**src/hdl/drc_pkg.sv**
```systemverilog
package drc_pkg;

  // Configuration constants
  localparam int unsigned DEPTH_BITS = 8;   // call-depth counter width, 4..16
  localparam int unsigned CYCLE_BITS = 48;  // significant bits of the cycle counter, 32..64

  // Fixed field widths
  localparam int unsigned PC_W    = 16;
  localparam int unsigned OP_W    = 8;
  localparam int unsigned CYC_W   = 48;

  localparam logic [OP_W-1:0] OP_CALL   = 8'h20;
  localparam logic [OP_W-1:0] OP_RETURN = 8'h60;
  localparam logic [PC_W-1:0] CALL_LEN  = 16'd3;

  localparam logic [DEPTH_BITS-1:0] DEPTH_MAX = {DEPTH_BITS{1'b1}};

  localparam logic [CYC_W-1:0] CYCLE_MASK = (CYCLE_BITS >= CYC_W) ? {CYC_W{1'b1}} :
      CYC_W'((65'(1) << CYCLE_BITS) - 65'(1));

  typedef enum logic [3:0] {
    FUNC_CHECK     = 4'd0,
    FUNC_PAUSE     = 4'd1,
    FUNC_RUN       = 4'd2,
    FUNC_RUN_TO    = 4'd3,
    FUNC_STEP      = 4'd4,
    FUNC_STEP_OUT  = 4'd5,
    FUNC_STEP_OVER = 4'd6,
    FUNC_STOP      = 4'd7,
    FUNC_RESET     = 4'd8
  } func_e;

  typedef enum logic [3:0] {
    ACT_STOP      = 4'd0,
    ACT_FAST      = 4'd1,
    ACT_RESTORE   = 4'd2,
    ACT_SLOW      = 4'd3,
    ACT_SWAP      = 4'd4,
    ACT_TRACE_OFF = 4'd5,
    ACT_TRACE_ON  = 4'd6,
    ACT_TYPE      = 4'd7,
    ACT_NONE      = 4'd8
  } bp_action_e;

  typedef enum logic [1:0] {
    SPEED_CONFIG = 2'd0,
    SPEED_MAX    = 2'd1,
    SPEED_NORMAL = 2'd2
  } speed_e;

  typedef enum logic [2:0] {
    SIDE_NONE      = 3'd0,
    SIDE_SWAP      = 3'd1,
    SIDE_TRACE_OFF = 3'd2,
    SIDE_TRACE_ON  = 3'd3,
    SIDE_TYPE      = 3'd4
  } side_e;

  typedef struct packed {
    logic [3:0]       func;
    logic [PC_W-1:0]  pc;
    logic [OP_W-1:0]  opcode;
    logic             bp_hit;
    logic [3:0]       bp_action;
    logic [CYC_W-1:0] cycle_count;
  } drc_in_t;

  typedef struct packed {
    logic             proceed;
    logic             running;
    logic [1:0]       speed_mode;
    logic [2:0]       side_action;
    logic [CYC_W-1:0] stop_cycle;
    logic [CYC_W-1:0] prev_stop_cycle;
  } drc_out_t;

endpackage

```
**src/hdl/debug_run_control_top.sv**
```systemverilog
// Debug run control for an 8-bit processor core.
//
// Input channel (in_valid_i / in_ready_o / in_data_i) carries one beat per
// debugger command (pause, run, run to pc, step, step out, step over, stop,
// reset-run) or per instruction check from the core. Every input beat yields
// exactly one result beat on the output channel (out_valid_o / out_ready_i /
// out_data_o): proceed tells the core whether to execute the instruction,
// together with the run flag, speed mode, side action and the cycle counts
// latched at the last two halts.
//
// The input register feeds the decision logic, which updates the run state and
// loads the result register. Throughput is one beat per cycle while the
// receiver does not stall; the state update is the only loop.
// When the receiver stalls, the result register holds and the input register
// still takes one more beat; after that in_ready_o drops until the result
// drains. Reset empties both registers and sets the run flag, with all step
// modes, the target pc, call depth, speed mode and stop latches cleared.
module debug_run_control_top (
  input  logic              clk_i,
  input  logic              rst_ni,
  input  logic              in_valid_i,
  output logic              in_ready_o,
  input  drc_pkg::drc_in_t  in_data_i,
  output logic              out_valid_o,
  input  logic              out_ready_i,
  output drc_pkg::drc_out_t out_data_o
);
  import drc_pkg::*;

  // Input stage
  logic    s1_valid_q;
  drc_in_t s1_q;
  logic    advance;

  // Run state
  logic                  run_q, run_d;
  logic                  step_q, step_d;
  logic                  step_out_q, step_out_d;
  logic                  run_to_q, run_to_d;
  logic [PC_W-1:0]       target_q, target_d;
  logic [DEPTH_BITS-1:0] depth_q, depth_d;
  speed_e                speed_q, speed_d;
  logic [CYC_W-1:0]      last_stop_q, last_stop_d;
  logic [CYC_W-1:0]      early_stop_q, early_stop_d;

  // Result stage
  logic     out_valid_q;
  drc_out_t out_q, out_d;
  logic     proceed;
  side_e    side;

  // Move a beat into the result register when it is empty or being drained.
  assign advance    = s1_valid_q && (!out_valid_q || out_ready_i);
  assign in_ready_o = !s1_valid_q || advance;

  always_ff @(posedge clk_i or negedge rst_ni) begin
    if (!rst_ni) begin
      s1_valid_q <= 1'b0;
    end else if (in_valid_i && in_ready_o) begin
      s1_valid_q <= 1'b1;
    end else if (advance) begin
      s1_valid_q <= 1'b0;
    end
  end

  always_ff @(posedge clk_i) begin
    if (in_valid_i && in_ready_o) begin
      s1_q <= in_data_i;
    end
  end

  // Decision logic: one command or one instruction check per beat.
  always_comb begin
    run_d        = run_q;
    step_d       = step_q;
    step_out_d   = step_out_q;
    run_to_d     = run_to_q;
    target_d     = target_q;
    depth_d      = depth_q;
    speed_d      = speed_q;
    last_stop_d  = last_stop_q;
    early_stop_d = early_stop_q;
    proceed      = 1'b0;
    side         = SIDE_NONE;

    unique case (s1_q.func)
      FUNC_CHECK: begin
        if (run_q) begin
          if (step_q) begin
            if (!run_to_q) begin
              // Plain single step: halt after this instruction, no latch.
              run_d      = 1'b0;
              step_d     = 1'b0;
              step_out_d = 1'b0;
              run_to_d   = 1'b0;
              target_d   = '0;
              depth_d    = '0;
            end else begin
              // Step over a call: drop the step, run on to the target.
              step_d = 1'b0;
            end
            proceed = 1'b1;
          end else if (!run_to_q && step_out_q && s1_q.opcode == OP_RETURN &&
                       depth_q == '0) begin
            // Return out of the stepped routine: execute it, then halt.
            run_d      = 1'b0;
            step_out_d = 1'b0;
            target_d   = '0;
            depth_d    = '0;
            proceed    = 1'b1;
          end else if (run_to_q && target_q != s1_q.pc && step_out_q &&
                       s1_q.opcode == OP_RETURN && depth_q == '0) begin
            run_d      = 1'b0;
            step_out_d = 1'b0;
            run_to_d   = 1'b0;
            target_d   = '0;
            depth_d    = '0;
            proceed    = 1'b1;
          end else begin
            if (run_to_q && target_q == s1_q.pc) begin
              run_d      = 1'b0;
              step_out_d = 1'b0;
              run_to_d   = 1'b0;
              target_d   = '0;
              depth_d    = '0;
            end else if (step_out_q) begin
              if (s1_q.opcode == OP_CALL) begin
                if (depth_q != DEPTH_MAX) begin
                  depth_d = depth_q + 1'b1;
                end
              end else if (s1_q.opcode == OP_RETURN) begin
                depth_d = depth_q - 1'b1;
              end
            end
            if (s1_q.bp_hit) begin
              unique case (s1_q.bp_action)
                ACT_STOP: begin
                  run_d      = 1'b0;
                  step_out_d = 1'b0;
                  run_to_d   = 1'b0;
                  target_d   = '0;
                  depth_d    = '0;
                end
                ACT_FAST:      speed_d = SPEED_MAX;
                ACT_RESTORE:   speed_d = SPEED_CONFIG;
                ACT_SLOW:      speed_d = SPEED_NORMAL;
                ACT_SWAP:      side    = SIDE_SWAP;
                ACT_TRACE_OFF: side    = SIDE_TRACE_OFF;
                ACT_TRACE_ON:  side    = SIDE_TRACE_ON;
                ACT_TYPE:      side    = SIDE_TYPE;
                default: ;
              endcase
            end
            proceed = run_d;
            // Latch the halt time.
            if (!run_d) begin
              early_stop_d = last_stop_q;
              last_stop_d  = s1_q.cycle_count & CYCLE_MASK;
            end
          end
        end
      end
      FUNC_PAUSE: run_d = 1'b0;
      FUNC_RUN:   run_d = 1'b1;
      FUNC_RUN_TO: begin
        run_d    = 1'b1;
        run_to_d = 1'b1;
        target_d = s1_q.pc;
      end
      FUNC_STEP: begin
        run_d  = 1'b1;
        step_d = 1'b1;
      end
      FUNC_STEP_OUT: begin
        run_d      = 1'b1;
        depth_d    = '0;
        step_out_d = 1'b1;
      end
      FUNC_STEP_OVER: begin
        if (s1_q.opcode == OP_CALL) begin
          target_d = s1_q.pc + CALL_LEN;
          run_to_d = 1'b1;
        end
        step_d = 1'b1;
        run_d  = 1'b1;
      end
      FUNC_STOP: begin
        run_d      = 1'b0;
        step_d     = 1'b0;
        step_out_d = 1'b0;
        run_to_d   = 1'b0;
        target_d   = '0;
        depth_d    = '0;
      end
      FUNC_RESET: begin
        run_d    = 1'b1;
        run_to_d = 1'b0;
      end
      default: ;  // unused command codes leave everything alone
    endcase

    out_d.proceed         = proceed;
    out_d.running         = run_d;
    out_d.speed_mode      = speed_d;
    out_d.side_action     = side;
    out_d.stop_cycle      = last_stop_d;
    out_d.prev_stop_cycle = early_stop_d;
  end

  always_ff @(posedge clk_i or negedge rst_ni) begin
    if (!rst_ni) begin
      run_q        <= 1'b1;
      step_q       <= 1'b0;
      step_out_q   <= 1'b0;
      run_to_q     <= 1'b0;
      target_q     <= '0;
      depth_q      <= '0;
      speed_q      <= SPEED_CONFIG;
      last_stop_q  <= '0;
      early_stop_q <= '0;
    end else if (advance) begin
      run_q        <= run_d;
      step_q       <= step_d;
      step_out_q   <= step_out_d;
      run_to_q     <= run_to_d;
      target_q     <= target_d;
      depth_q      <= depth_d;
      speed_q      <= speed_d;
      last_stop_q  <= last_stop_d;
      early_stop_q <= early_stop_d;
    end
  end

  // Result register: load on advance, drop once the receiver takes the beat.
  always_ff @(posedge clk_i or negedge rst_ni) begin
    if (!rst_ni) begin
      out_valid_q <= 1'b0;
    end else if (advance) begin
      out_valid_q <= 1'b1;
    end else if (out_ready_i) begin
      out_valid_q <= 1'b0;
    end
  end

  always_ff @(posedge clk_i) begin
    if (advance) begin
      out_q <= out_d;
    end
  end

  assign out_valid_o = out_valid_q;
  assign out_data_o  = out_q;

endmodule

```
**config.mk**
```make
export PLATFORM = sky130hd
export DESIGN_NAME = debug_run_control_top
export DESIGN_NICKNAME = d
export VERILOG_FILES = /design/src/hdl/drc_pkg.sv /design/src/hdl/debug_run_control_top.sv
export SDC_FILE = /design/constraint.sdc
export NUM_CORES = 1
export LEC_CHECK = 0
export BUFFER_PORTS_ARGS = -buffer_cell sky130_fd_sc_hd__buf_2
export CAP_MARGIN = 20
export CORE_ASPECT_RATIO = 1.5
export CORE_MARGIN = 4
export CORE_UTILIZATION = 25
export DETAILED_ROUTE_END_ITERATION = 16
export PLACE_DENSITY = 0.45
export SLEW_MARGIN = 20
export SYNTH_ARGS = -nofsm -noshare
export SYNTH_HDL_FRONTEND = slang
export SYNTH_SLANG_ARGS = --single-unit
```
**constraint.sdc**
```tcl
create_clock -name clk_i -period 4.6 [get_ports clk_i]
set_input_delay 0.46 -clock clk_i [delete_from_list [all_inputs] [get_ports clk_i]]
set_output_delay 0.46 -clock clk_i [all_outputs]
set_load 0.02 [all_outputs]
```
# Word level (Yosys, flattened, before mapping)
# Cells that the tools add are included.
[classes] add_sub_neg=3 eq_ne=24 n_mux=84 n_bitwise=3 n_reduce_logical=37
[ops] cell="$mux W48" count=12
[ops] cell="$mux W16" count=9
[ops] cell="$mux W8" count=12
[ops] cell="$pmux W16 S4" count=1
[ops] cell="$mux W1" count=37
[ops] cell="$eq A4 B3 Y1 const B" count=8
[ops] cell="$add A16 B2 Y16 const B" count=1
[ops] cell="$eq A16 B16 Y1" count=1
[ops] cell="$eq A4 B2 Y1 const B" count=4
[ops] cell="$ne A16 B16 Y1" count=1
[ops] cell="$pmux W8 S2" count=1
[ops] cell="$mux W2" count=6
[ops] cell="$pmux W3 S4" count=1
[ops] cell="$reduce_or A6 Y1" count=2
[ops] cell="$logic_and A1 B1 Y1" count=10
[ops] cell="$reduce_and A5 Y1" count=2
[ops] cell="$pmux W1 S3" count=3
[ops] cell="$add A8 B1 Y8 const B" count=1
[ops] cell="$eq A4 B1 Y1 const B" count=2
[ops] cell="$eq A8 B6 Y1 const B" count=1
[ops] cell="$eq A8 B7 Y1 const B" count=1
[ops] cell="$logic_not A4 Y1" count=2
[ops] cell="$logic_not A8 Y1" count=1
[ops] cell="$ne A8 B8 Y1 const B" count=1
[ops] cell="other kinds (16)" count=31
[totals] regBits=312 input_bits=85 output_inout_bits=105 wordCells=174

# Logic depth before layout (Yosys ltp)
# Gate-level depths: netlist of run 1.
[logic_depth] word_depth=16 depth_mapped=9 depth_no_buf=8

# Worst setup path after synthesis of run 1
# OpenSTA, ideal clock, no wires.
[synth_timing] path_kind="register to register" from="register out_valid_q (netlist: out_valid_o)" to="register run_q" setup_time_ns=0.079 t_arrival_ns=3.504 t_required_ns=4.521 path_slack_ns=1.017 path_stages_with_launch=8 n_path_buf=0 period_less_slack_ns=3.583 path_cell_list="dfrtp_1 > nand2b_1 > nand2_1 > inv_1 > a21o_1 > a22oi_1 > mux2_2 > o21ai_0"
[synth_between] elab_chain_len=3
[synth_lines] element="start, declared" line="debug_run_control_top.sv:47" source="logic out_valid_q;"
[synth_lines] element="start signal, assigned" line="debug_run_control_top.sv:237" source="out_valid_q <= 1'b0;"
[synth_lines] element="start signal, assigned" line="debug_run_control_top.sv:239" source="out_valid_q <= 1'b1;"
[synth_lines] element="start signal, assigned" line="debug_run_control_top.sv:241" source="out_valid_q <= 1'b0;"
[synth_lines] element="$logic_not A1 Y1" line="debug_run_control_top.sv:53" source="assign advance = s1_valid_q && (!out_valid_q || out_ready_i);"
[synth_lines] element="$logic_or A1 B1 Y1" line="debug_run_control_top.sv:53"
[synth_lines] element="$logic_and A1 B1 Y1" line="debug_run_control_top.sv:53"
[synth_lines] element="named net advance" line="debug_run_control_top.sv:33" source="logic advance;"
[synth_lines] element="end signal, assigned" line="debug_run_control_top.sv:222" source="run_q <= run_d;"
[synth_lines] element="end, declared" line="debug_run_control_top.sv:36" source="logic run_q, run_d;"
# The timed path passes the listed nets, and every way through them passes these cells.
# A chain may end at the register's enable or synchronous reset.

# Worst setup path after layout of run 1
[layout_timing] from="register s1_q[80] (netlist bit)" to="register target_q[5]"
[layout_between] elab_chain_len=3 word_cells_on_any_way=10 classes_between="6 x eq/ne; 1 x mux; 3 x reduce/logical"
[layout_lines] element="start, declared" line="debug_run_control_top.sv:32" source="drc_in_t s1_q;"
[layout_lines] element="start signal, assigned" line="debug_run_control_top.sv:68" source="s1_q <= in_data_i;"
[layout_lines] element="$eq A4 B3 Y1 (tied with other cells)" line="debug_run_control_top.sv:86" source="unique case (s1_q.func)"
[layout_lines] element="$reduce_bool A4 Y1 (no source line) (tied with other cells)"
[layout_lines] element="$reduce_and A5 Y1 (no source line)"
[layout_lines] element="end signal, assigned" line="debug_run_control_top.sv:226" source="target_q <= target_d;"
[layout_lines] element="end, declared" line="debug_run_control_top.sv:40" source="logic [PC_W-1:0] target_q, target_d;"
# Several ways; a longest one is shown, not always the timed one.

==> impl.org, run 1 <==
** Final layout
- In the final design database the tool counted 1,118 nets.
- Share of final-layout standard cells stronger than drive strength 1 :: 0.395
- Relative to the synthesized area, the layout overhead comes to 21.4%.
- For this run, the number of standard cells in the final layout without fillers is 1,733.
- Antenna diode count :: 0

** Placed design
- OpenSTA, run right after detailed placement, puts the worst setup slack at 1.63 ns.
- Detail Placement HPWL :: 19,800 µm
- Including well taps, the total number of placed cells is 1,668.
- The count of buffers added on input and output ports is about 190.
- Gpl congestion :: 0.788

** Worst setup path
- STA classifies the critical path endpoint as a flop.
- Data arrives at the worst endpoint at around 3.4 ns.
- In this run the worst setup path terminates at target_q[5]$_DFFE_PN0P_.
- Tracing the worst setup path back leads to its startpoint at s1_q[80]$_DFFE_PP_.
- Max Fanout on Critical Path :: 16
- On the critical path, the stage with the largest delay is an instance of sky130_fd_sc_hd__a221o_1.
- Crit Path Class :: flop to flop
- The worst setup path is launched from a flop.
- The largest single stage delay on the critical path is 0.66 ns.
- The startpoint identified for the worst register-to-register timing path is s1_q[80]$_DFFE_PP_.
- STA puts the critical path data required time at ~5 ns.
- In this run the critical register-to-register path is captured at target_q[5]$_DFFE_PN0P_.
- Worst path cell trace :: or4_1, o211ai_1, a221o_1, a31o_2, o2bb2ai_1
- The number of cells on the worst reg-to-reg path is 5.
- The setup check on the worst reg-to-reg path leaves a slack of 1.68 ns.

** Synth
- Of the total synthesized cell area, the portion taken by XOR and XNOR cells is 0.0141.
- Syn_nets :: 917
- During synthesis, Yosys emitted a total of 0 warnings.
- Proportion of netlist area held by the largest area contributor :: 0.422
- Synthesized area :: about 13,000 µm²
- Compound-gate portion of the synthesized area :: 0.0585
- In this run, distinct cell masters in the synthesized netlist total 65.
- Commonest cells post-synth :: sky130_fd_sc_hd__edfxtp_1, sky130_fd_sc_hd__dfrtp_1, sky130_fd_sc_hd__mux2_2
- A synthesized cell averages 15.8 µm².
- Number of flip-flops and latches in the synthesized netlist :: around 310
- By area, the combinational part of the netlist is dominated by multiplexers.
- Main area contributors after synthesis :: sky130_fd_sc_hd__edfxtp_1, sky130_fd_sc_hd__dfrtp_1, sky130_fd_sc_hd__mux2_2, sky130_fd_sc_hd__mux2_4, sky130_fd_sc_hd__mux2_1
- Largest area contributor in the synthesized netlist :: sky130_fd_sc_hd__edfxtp_1
- Of the post-synthesis cell area, the part taken by muxes is 0.178.
- Mapped Cells :: approximately 830
- In the synthesized netlist the dominant register cell turns out to be sky130_fd_sc_hd__edfxtp_1.
- Sequential fraction of the synthesis area :: 0.667
- FFs w/ async S/R, synth :: 0.410
- Adder-cell share of the synthesized area :: 0.00287
- Fraction of the mapped netlist area in simple logic gates :: 0.0582
- Number of enable-type register cells in the synthesized netlist :: 184
- Most common cell in the synthesized netlist :: sky130_fd_sc_hd__edfxtp_1

** Global routing
- Summed over all layers, the global routing overflow is 0.
- Via count of the first global-routing pass :: 8,052
- In this run the most used layer during global routing was met2.
- Overall fraction of global-route tracks in use :: 0.107
- Pin count of the biggest net entering global routing :: 97
- Met3 usage in global routing :: 0.0298
- GRT met2 Usage :: 0.195
- The first global-routing pass estimated 47,300 µm of wire.
- Initial antenna violation count :: 2
- GR met1 Demand/Resource :: 0.120

** STA
- Post-layout min period :: 2.92 ns
- Adding up every negative setup slack in the final design gives 0 ns.
- The clock arrives with 0.0145 ns of skew.
- Hold violation count in the final report :: 0
- Based on the critical path, the design can be clocked at up to about 340 MHz.
- Actual transition at the worst max-transition pin :: approximately 0.98 ns
- Setup-failing EPs final :: 0
- Worst hold slack across all endpoints :: 0.0987 ns
- Relative slew margins :: 0.347
- Setup slack closes at 1.68 ns.
- Number of max-slew violations in the final report :: 0
- Final worst path period share :: 0.635
- Unrepaired setup endpoints after global routing :: no

** Floorplan
- 190 I/O pins were placed.
- The die is 288 µm tall.
- The initial utilization of the core area, before any placement, comes to 0.253.
- The floorplan has 102 rows.
- The die covers approximately 56,000 µm².
- The floorplan step set the die width to 195 µm.
- Floorplan Core Area :: approximately 52,000 µm²

** Route
- Vias per std cell :: 4.38
- The detail route stage leaves a number of antenna-violating nets equal to 0.
- Wire length reported by the detailed router :: 30,700 µm
- Remaining routing DRC violations :: 0
- In the final routed layout, each cell accounts on average for 17.7 µm.
- The final route contains roughly 7,600 vias.
- Pre-Repair DR Iteration Count :: 7
- The first routing iteration left 221 violations.

** Hold path
- Kind of path behind the tightest hold check :: primary input to flop

** Clock tree
- Clock latency on the worst-skew pair, taken at its later pin, is 0.53 ns.
- CTS clk-pin slew, worst paths :: 0.06 ns
- H-tree depth reported by CTS :: 2
- Number of buffers added by the clock tree synthesis step :: 35
- Gates resized, CTS repair :: 0
- Number of buffers between clock root and the deepest sink :: 3
- TritonCTS built the clock tree.
- The tree built by TritonCTS fans out to 312 sinks.
- Clock tree synthesis selected as its root buffer the cell sky130_fd_sc_hd__clkbuf_16.

** Pwr
- Cell area power density :: between 400 and 500 nW/µm²
- Worst IR Drop VDD :: 0.000268 V
- The analysis attributes to cell leakage a power of 6.63 nW.

** Job
- Number of maximum-capacitance violations :: 0

** Status
- Outcome :: complete, no violations
[kinds of logic after synthesis]
kind of cell               after synthesis
DFF                                    312
muxes                                  194
and+or+nand+nor                        139
AOI/OAI and AO/OA                      110
buffers and inverters                   50
xor gates and xnor gates                21
adders and majority gates                3
[worst min-delay path by stage]
stage	start	to	slack [ns]	cells after the start
after floorplan	rst_ni	depth_q[0]$_DFFE_PN0P_	0.16	0
after global placement	early_stop_q[47]$_DFFE_PN0P_	early_stop_q[47]$_DFFE_PN0P_	0.46	1
after detailed placement	early_stop_q[25]$_DFFE_PN0P_	early_stop_q[25]$_DFFE_PN0P_	0.47	1
after CTS	in_data_i[52]	s1_q[52]$_DFFE_PP_	0.05	1
after global routing	in_data_i[69]	s1_q[69]$_DFFE_PP_	0.05	1
final	in_data_i[12]	s1_q[12]$_DFFE_PP_	0.1	1
[cell usage in the layout (no fill, tap or decap), types with 3 or more instances in the layout]
master	instances
sky130_fd_sc_hd__ha_1	3
sky130_fd_sc_hd__o2bb2ai_1	13
sky130_fd_sc_hd__buf_4	9
sky130_fd_sc_hd__buf_12	3
sky130_fd_sc_hd__dfrtp_1	127
sky130_fd_sc_hd__nor4_1	6
sky130_fd_sc_hd__a21o_1	13
sky130_fd_sc_hd__nand2b_1	7
sky130_fd_sc_hd__a31oi_1	4
sky130_fd_sc_hd__and2_1	4
sky130_fd_sc_hd__o21ai_0	16
sky130_fd_sc_hd__nor2_1	24
sky130_fd_sc_hd__o22ai_1	5
sky130_fd_sc_hd__nand4_1	9
sky130_fd_sc_hd__xnor2_1	20
sky130_fd_sc_hd__mux2_2	113
sky130_fd_sc_hd__clkbuf_16	36
sky130_fd_sc_hd__mux2_1	40
sky130_fd_sc_hd__edfxtp_1	184
sky130_fd_sc_hd__clkbuf_1	13
sky130_fd_sc_hd__nand2_1	24
sky130_fd_sc_hd__clkbuf_8	3
sky130_fd_sc_hd__buf_2	188
sky130_fd_sc_hd__inv_1	11
sky130_fd_sc_hd__nand3_1	18
sky130_fd_sc_hd__inv_6	3
sky130_fd_sc_hd__clkinv_2	5
sky130_fd_sc_hd__o211ai_1	5
sky130_fd_sc_hd__and3_1	8
sky130_fd_sc_hd__a22oi_1	8
sky130_fd_sc_hd__nor3_1	14
sky130_fd_sc_hd__clkinv_4	3
sky130_fd_sc_hd__mux2_4	40
sky130_fd_sc_hd__a21oi_1	23
[critical path, delay by kind of cell, from the launching register on]
family / cells / cell delay, ns
AO/OA/AOI/OAI: 4 / 1.70
flip-flops: 1 / 0.53
AND/OR/NAND/NOR: 1 / 0.59
[where the power goes]
| part | total [mW] | switching [mW] | internal, mW |
|---|---|---|---|
| Clock | 2.65 | 1.14 | 1.51 |
| Sequential | 3.31 | 0.143 | 3.17 |
| Combinational | 0.537 | 0.341 | 0.196 |
[per-stage QoR]
stage	area [µm²]	power, mW	util
2_1_floorplan	13100	3.67	-
3_3_place_gp	14800	3.91	0.286
3_5_place_dp	14800	3.92	0.286
4_1_cts	15900	6.67	0.307
5_1_grt	15900	6.83	0.307
6_report	15900	6.50	0.307
[flip-flops by register name, indices dropped and copies added (netlist names)]
register / count
s1_valid_q: 1
depth_q: 8
step_out_q: 1
speed_q: 2
early_stop_q: 48
target_q: 16
run_q: 1
step_q: 1
out_valid_o: 1
out_data_o: 103
s1_q: 81
run_to_q: 1
last_stop_q: 48
[cell type report]
class                           instances  area (µm²)
Fill cell                            5218       35800
Inverter                               12        47.5
Timing Repair Buffer                  202        1090
Tap cell                              676         846
Clock buffer                           52         991
Sequential cell                       312        8730
Clock inverter                         12        81.3
Multi-Input combinational cell        467        4100
[metal layers]
metal | routed length (µm) | up-vias
met5 | 28 | -
met4 | 823 | 4
met3 | 1810 | 50
met2 | 16300 | 190
met1 | 11700 | 3781
li1 | - | 3569
[timing repair]
| item | CTS | global route |
|---|---|---|
| hold buffers | 1 | 0 |
| setup buffers | 0 | 0 |
| hold endpoints to repair | 52 | 0 |
Note: power is estimated with default switching activity, not from simulation.
==> run 2: changes to the inputs <==
==> constraint.sdc (replaced) <==
create_clock -name clk_i -period 3.05 [get_ports clk_i]
set_input_delay 0.305 -clock clk_i [delete_from_list [all_inputs] [get_ports clk_i]]
set_output_delay 0.305 -clock clk_i [all_outputs]
set_load 0.02 [all_outputs]
==> impl.org, run 2 (synthesis results as in run 1) <==
** Worst setup path
- Worst path cell trace: xnor2_1, nand4_1, nor4_2, a32oi_2, buf_4, nor3_4, buf_12, buf_12, mux2_1 (was or4_1, o211ai_1, a221o_1, a31o_2, o2bb2ai_1).
- Crit Path Class :: flop to flop (unchanged)
- Critical Path Slowest Stage Cell :: sky130_fd_sc_hd__nor4_2 (was sky130_fd_sc_hd__a221o_1)
- Worst Setup End Kind :: flop (unchanged)
- Worst setup slack for register-to-register paths :: 0.16 ns (was 1.68 ns)
- Max stage delay on crit path :: 0.51 ns (was 0.66 ns)
- The kind of cell adding the most delay to the critical path is simple AND/OR/NAND/NOR gates (was compound AO/OA/AOI/OAI gates).
- Number of cell instances on the worst register-to-register path :: 9 (was 5)
- Endpoint of the worst register-to-register path :: early_stop_q[25]$_DFFE_PN0P_ (was target_q[5]$_DFFE_PN0P_)
- The number of buffer and inverter stages on the critical path came to 3 (was 0).
- Max Fanout on Critical Path :: 28 (was 16)
- The data arrival at the endpoint of the critical path came to 3.30 ns (was 3.36 ns).
- Worst Setup Start Kind :: flop (unchanged)
- Data required time of the worst path :: 3.46 ns (was 5.04 ns)
- The reg-to-reg critical path startpoint was s1_q[64]$_DFFE_PP_ (was s1_q[80]$_DFFE_PP_).
- By instance count, the cell type seen most on the critical path is sky130_fd_sc_hd__buf_12.

** Clock tree
- Gates resized, CTS repair :: 0 (unchanged)
- CTS tree :: yes (unchanged)
- Clock latency at the later pin of the worst-skew pair :: 0.54 ns (was 0.53 ns)
- The maximum number of buffers from clock root to sink was 3 (unchanged).
- The deepest level of the CTS H-tree came to 2 (unchanged).
- The register clock-pin slew on the reported worst setup and hold paths was 0.07 ns (was 0.06 ns).
- The hold buffer count at CTS is 83 (was 1).
- The total setup buffers inserted after CTS was 0 (unchanged).
- The number of buffers created by CTS is 36 (was 35).
- Number of clock sinks seen by CTS :: 312 (unchanged)
- The clock root buffer is sky130_fd_sc_hd__clkbuf_16 (unchanged).

** Route
- Remaining routing DRC violations :: 0 (unchanged)
- The number of vias per cell came to 4.35 (was 4.38).
- Final antenna-violating net count :: 0 (unchanged)
- Number of DRC markers in iteration 0 :: 196 (was 221)
- The average wire per standard cell was 17.5 µm (was 17.7 µm).
- The routed via count is 8,010 (was 7,594).
- The final wirelength was 32,200 µm (was 30,700 µm).
- Pre-Repair DR Iteration Count :: 4 (was 7)

** Placed design
- The instance area at placement was 15,100 µm² (was 14,800 µm²).
- Number of buffers added on ports :: 189 (unchanged)
- Detail Placement HPWL :: 21,400 µm (was 19,800 µm)
- Cell Count Post-Placement :: 1,692 (was 1,668)
- The final weighted congestion in routability-driven placement is 0.809 (was 0.788).

** STA
- The final critical-path share of the clock period came to 0.948 (was 0.635).
- Number of max-slew violations in the final report :: 0 (unchanged)
- Unrepaired setup endpoints after global routing :: no (unchanged)
- The worst setup skew after layout was 0.0252 ns (was 0.0145 ns).
- The relative slew slack is 0.383 (was 0.347).
- The setup violation total in the final timing report was 0 (unchanged).
- Post-layout min period :: 2.89 ns (was 2.92 ns)
- The pin slew with the least headroom to its limit was 0.917 ns (was 0.980 ns).
- Highest Clock Rate :: 346 MHz (was 342 MHz)
- Hold violation count in the final report :: 0 (unchanged)

** Hold path
- The critical hold path startpoint is out_ready_i (was in_data_i[12]).
- The number of cells on the worst hold path came to 3 (was 1).
- Endpoint of the worst hold-timing path :: s1_valid_q$_DFFE_PN0P_ (was s1_q[12]$_DFFE_PP_)
- Kind of path behind the tightest hold check :: primary input to flop (unchanged)

** Floorplan
- The I/O pin count came to 190 (unchanged).
- The vertical extent of the die is 288 µm (unchanged).
- The core box area was 51,700 µm² (unchanged).
- Die area :: 56,200 µm² (unchanged)
- Initial core utilization :: 0.253 (unchanged)
- The count of standard-cell rows was 102 (unchanged).
- The horizontal extent of the die is 195 µm (unchanged).

** Status
- Outcome: complete, no violations (unchanged).

** Final layout
- The final instance area was 17,100 µm² (was 15,900 µm²).
- Commonest non-fill, non-tap cell in the layout :: sky130_fd_sc_hd__buf_2 (unchanged)
- The flip-flop count of the largest register after layout was 103 (unchanged).
- The synthesis-to-layout area growth was 30.9% (was 21.4%).
- The number of fillers in the final layout came to 5,128 (was 5,218).
- Non-Filler Instances :: 1,842 (was 1,733)
- The final-stage net count was 1,225 (was 1,118).
- Share of final-layout standard cells stronger than drive strength 1 :: 0.387 (was 0.395)
- Highest-count cells in the layout ignoring fill and taps: sky130_fd_sc_hd__buf_2, sky130_fd_sc_hd__edfxtp_1, sky130_fd_sc_hd__dfrtp_1 (unchanged).

** Global routing
- The global-route wire length before repair was 50,400 µm (was 47,300 µm).
- The initial antenna violation count was 2 (unchanged).
- Pin count of the biggest net entering global routing :: 55 (was 97)
- The number of global-route vias before repair came to 8,752 (was 8,052).
- Remaining global-route overflow :: 0 (unchanged)
- The global-route total usage across every layer is 0.114 (was 0.107).

** Pwr
- The power density over the cells is 604 nW/µm² (was 409 nW/µm²).
- The worst ir drop on vdd was 0.000373 V (was 0.000268 V).
- The overall power after layout was 10.3 mW (was 6.50 mW).
- Leakage power :: 7.20 nW (was 6.63 nW)

** Job
- Number of maximum-capacitance violations :: 0 (unchanged)
## run 2: worst min-delay path, cell delays in order
cell and delay [ns]:
sky130_fd_sc_hd__buf_2 0.11, sky130_fd_sc_hd__nand3b_1 0.15, sky130_fd_sc_hd__nand2b_1 0.06
## run 2: layer usage
metal | part of all wire | global-route usage | up-vias
met5 | 0.00040 | 0 | -
met4 | 0.034 | 0.0442 | 2
met3 | 0.046 | 0.0247 | 54
met2 | 0.53 | 0.207 | 202
met1 | 0.39 | 0.130 | 3963
li1 | - | - | 3789
## run 2: worst max path at each step
stage | startpoint | depth (start not counted) | end
after floorplan | out_valid_o$_DFFE_PN0P_ | 7 | run_q$_DFFE_PN1P_
final | s1_q[64]$_DFFE_PP_ | 9 | early_stop_q[25]$_DFFE_PN0P_
after CTS | s1_q[64]$_DFFE_PP_ | 9 | early_stop_q[25]$_DFFE_PN0P_
after detailed placement | s1_q[64]$_DFFE_PP_ | 9 | early_stop_q[25]$_DFFE_PN0P_
after global routing | s1_q[64]$_DFFE_PP_ | 9 | early_stop_q[25]$_DFFE_PN0P_
after global placement | s1_q[61]$_DFFE_PP_ | 9 | last_stop_q[26]$_DFFE_PN0P_
## run 2: layout make-up
cell class	instances	area, µm²	area share
clock inverters	20	191	0.0112
multi-input cells	467	4100	0.239
inverters	12	48.8	0.00285
clock buffers	46	1020	0.0596
repair buffers	308	2190	0.128
flip-flops and latches	312	8730	0.510
well taps	676	846	0.0494
diodes	1	2.50	0.000146
## run 2: stage by stage
step	util	TNS [ns]	hold WS [ns]	setup WS [ns]
finish	0.331	0	0.127	0.159
CTS	0.331	0	0.0772	0.115
global placement	0.292	0	0.301	0.199
global route	0.331	0	0.111	0.0364
floorplan	-	-0.00462	0.00941	-0.00462
detailed placement	0.292	0	0.301	0.133
## run 2: power by group
group          internal [mW]  switching, mW  leakage (nW)
Clock                   2.64           1.80         0.610
Combinational          0.383          0.547          3.03
Sequential              4.77          0.209          3.56
==> run 3: changes to the inputs <==
==> constraint.sdc (replaced) <==
create_clock -name clk_i -period 3.04 [get_ports clk_i]
set_input_delay 0.304 -clock clk_i [delete_from_list [all_inputs] [get_ports clk_i]]
set_output_delay 0.304 -clock clk_i [all_outputs]
set_load 0.02 [all_outputs]
==> impl.org, run 3 (synthesis results as in run 1) <==
** Floorplan
- Row Count :: 102 (unchanged)
- The vertical extent of the die is 288 µm (unchanged).
- Floorplan Core Area :: 51,700 µm² (unchanged)
- Count of pins on the block boundary :: 190 (unchanged)
- The initial core utilization came to 0.253 (unchanged).
- Die area :: 56,200 µm² (unchanged)
- The horizontal extent of the die came to 195 µm (unchanged).

** Route
- The number of detailed-route iterations in the first pass was 5 (was 4).
- Number of DRC markers in iteration 0 :: 228 (was 196)
- The final wirelength came to 32,100 µm (was 32,200 µm).
- Final antenna-violating net count :: 0 (unchanged)
- Detailed-route wire length per cell :: 17.4 µm (was 17.5 µm)
- The post-route DRC violation count is 0 (unchanged).
- Vias per std cell :: 4.33 (was 4.35)
- Total via count after detailed routing :: 7,977 (was 8,010)

** Global routing
- Pin count of the biggest net entering global routing :: 55 (unchanged)
- Remaining global-route overflow :: 0 (unchanged)
- Initial antenna violation count :: 2 (unchanged)
- Overall fraction of global-route tracks in use :: 0.113 (was 0.114)
- Wire length of the first global-routing pass :: 50,300 µm (was 50,400 µm)
- The number of global-route vias before repair is 8,767 (was 8,752).

** STA
- Relative slew margins :: 0.396 (was 0.383)
- The summed negative setup slack over all endpoints was 0 ns (unchanged).
- The pin slew with the least headroom to its limit came to 0.897 ns (was 0.917 ns).
- Number of max-slew violations in the final report :: 0 (unchanged)
- Post-layout min period :: 2.83 ns (was 2.89 ns)
- Highest Clock Rate :: 354 MHz (was 346 MHz)
- Unrepaired setup endpoints after global routing: no (unchanged).
- The setup violation total in the final timing report came to 0 (unchanged).
- The final critical-path share of the clock period is 0.930 (was 0.948).
- Worst clock skew :: 0.0256 ns (was 0.0252 ns)
- The final hold violation count was 0 (unchanged).

** Clock tree
- The clock tree from TritonCTS is yes (unchanged).
- The maximum number of buffers from clock root to sink came to 3 (unchanged).
- The number of clock sinks was 312 (unchanged).
- Clock latency at the later pin of the worst-skew pair :: 0.54 ns (about the same)
- The clock root buffer was sky130_fd_sc_hd__clkbuf_16 (unchanged).
- The post-cts resize count is 0 (unchanged).
- Number of buffers added by the clock tree synthesis step :: 36 (unchanged)
- The deepest level of the CTS H-tree was 2 (unchanged).
- CTS clk-pin slew, worst paths :: 0.06 ns (was 0.07 ns)

** Worst setup path
- Worst setup slack for register-to-register paths :: 0.21 ns (was 0.16 ns)
- Worst path most repeated cell :: sky130_fd_sc_hd__buf_12 (unchanged)
- Worst path cell trace: xnor2_1, nand4_1, nor4_2, a32oi_2, buf_4, nor3_4, buf_12, buf_12, mux2_2 (was xnor2_1, nand4_1, nor4_2, a32oi_2, buf_4, nor3_4, buf_12, buf_12, mux2_1).
- The cell with the largest stage delay on the worst path was sky130_fd_sc_hd__edfxtp_1 (was sky130_fd_sc_hd__nor4_2).
- The largest stage delay on the critical path was 0.50 ns (was 0.51 ns).
- The classification of the worst setup path was flop to flop (unchanged).
- Data required time of the worst path :: 3.45 ns (was 3.46 ns)
- The data arrival at the endpoint of the critical path was 3.24 ns (was 3.30 ns).
- The maximum fanout count along the critical path is 28 (unchanged).
- Worst Setup End Kind :: flop (unchanged)
- Worst Setup Start Kind :: flop (unchanged)

** Placed design
- The number of I/O port buffers came to 189 (unchanged).
- The HPWL reported at the end of detailed placement came to 21,400 µm (about the same).
- The instance area at placement came to 15,100 µm² (about the same).
- The final weighted congestion in routability-driven placement was 0.813 (was 0.809).

** Pwr
- The worst ir drop on vdd came to 0.000423 V (was 0.000373 V).
- The standby leakage power is 7.17 nW (was 7.20 nW).
- Overall Power :: 10.3 mW (about the same)
- The power density over the cells was 600 nW/µm² (was 604 nW/µm²).

** Final layout
- Commonest non-fill, non-tap cell in the layout :: sky130_fd_sc_hd__buf_2 (unchanged)
- Final net count :: 1,226 (was 1,225)
- The final instance area came to 17,100 µm² (about the same).
- Share of final-layout standard cells stronger than drive strength 1 :: 0.381 (was 0.387)
- Highest-count cells in the layout ignoring fill and taps: sky130_fd_sc_hd__buf_2, sky130_fd_sc_hd__edfxtp_1, sky130_fd_sc_hd__dfrtp_1 (unchanged).
- The synthesis-to-layout area growth was 30.7% (was 30.9%).
- The flip-flop count of the largest register after layout came to 103 (unchanged).

** Status
- Outcome :: complete, no violations (unchanged)

** Job
- The number of maximum-capacitance violations came to 0 (unchanged).

** Hold path
- The worst hold path class is primary input to flop (unchanged).
==> run 3: layer usage <==
metal / GRT usage / share of wire / routed length (µm) / vias up
met3: 0.0260 / 0.046 / 1490 / 53
met4: 0.0403 / 0.031 / 1000 / 2
li1: - / - / - / 3780
met1: 0.129 / 0.40 / 12800 / 3967
met5: 0 / 0.00022 / 7 / -
met2: 0.207 / 0.52 / 16800 / 175
==> run 3: stage by stage <==
| step | utilization | instances | setup slack [ns] | hold WS [ns] |
|---|---|---|---|---|
| floorplan | - | 829 | -0.0146 | 0.00841 |
| global placement | 0.292 | 1693 | 0.200 | 0.300 |
| detailed placement | 0.292 | 1693 | 0.149 | 0.298 |
| CTS | 0.331 | 1842 | 0.144 | 0.103 |
| global route | 0.331 | 1842 | 0.0793 | 0.141 |
| finish | 0.331 | 1844 | 0.212 | 0.153 |
==> run 3: final cells by class <==
type                            instances  area, µm²
Fill cell                            5112      34600
Sequential cell                       312       8730
Multi-Input combinational cell        467       4100
Timing Repair Buffer                  309       2200
Clock buffer                           50       1040
Tap cell                              676        846
Clock inverter                         16        139
Inverter                               12       48.8
Antenna cell                            2       5.00
==> run 3: worst max-delay path: cells and delay by family, from the launching register on <==
| kind | cells | cell delay [ns] |
|---|---|---|
| muxes | 1 | 0.35 |
| buffers and inverters | 3 | 0.59 |
| and+or+nand+nor | 3 | 0.91 |
| DFF | 1 | 0.50 |
| xor gates and xnor gates | 1 | 0.20 |
| AOI/OAI and AO/OA | 1 | 0.14 |
==> run 3: final timing paths <==
kind | start | endpoint | cells after the start
worst max-delay path | s1_q[64]$_DFFE_PP_ | early_stop_q[30]$_DFFE_PN0P_ | 9
worst min-delay path | out_ready_i | s1_valid_q$_DFFE_PN0P_ | 3
worst max register to register | s1_q[64]$_DFFE_PP_ | early_stop_q[30]$_DFFE_PN0P_ | 9
worst min register to register | early_stop_q[9]$_DFFE_PN0P_ | early_stop_q[9]$_DFFE_PN0P_ | 1
max in group asynchronous | rst_ni | early_stop_q[42]$_DFFE_PN0P_ | 3
min in group asynchronous | rst_ni | target_q[5]$_DFFE_PN0P_ | 2
==> run 3: power by group <==
part | internal, mW | switching [mW]
clock | 2.56 | 1.78
sequential | 4.79 | 0.209
combinational | 0.386 | 0.548
==> run 3: timing repair <==
action                                 4_1_cts  5_1_grt
hold buffers                                83        0
buffers inserted                             0        0
endpoints found under the hold margin      126        0
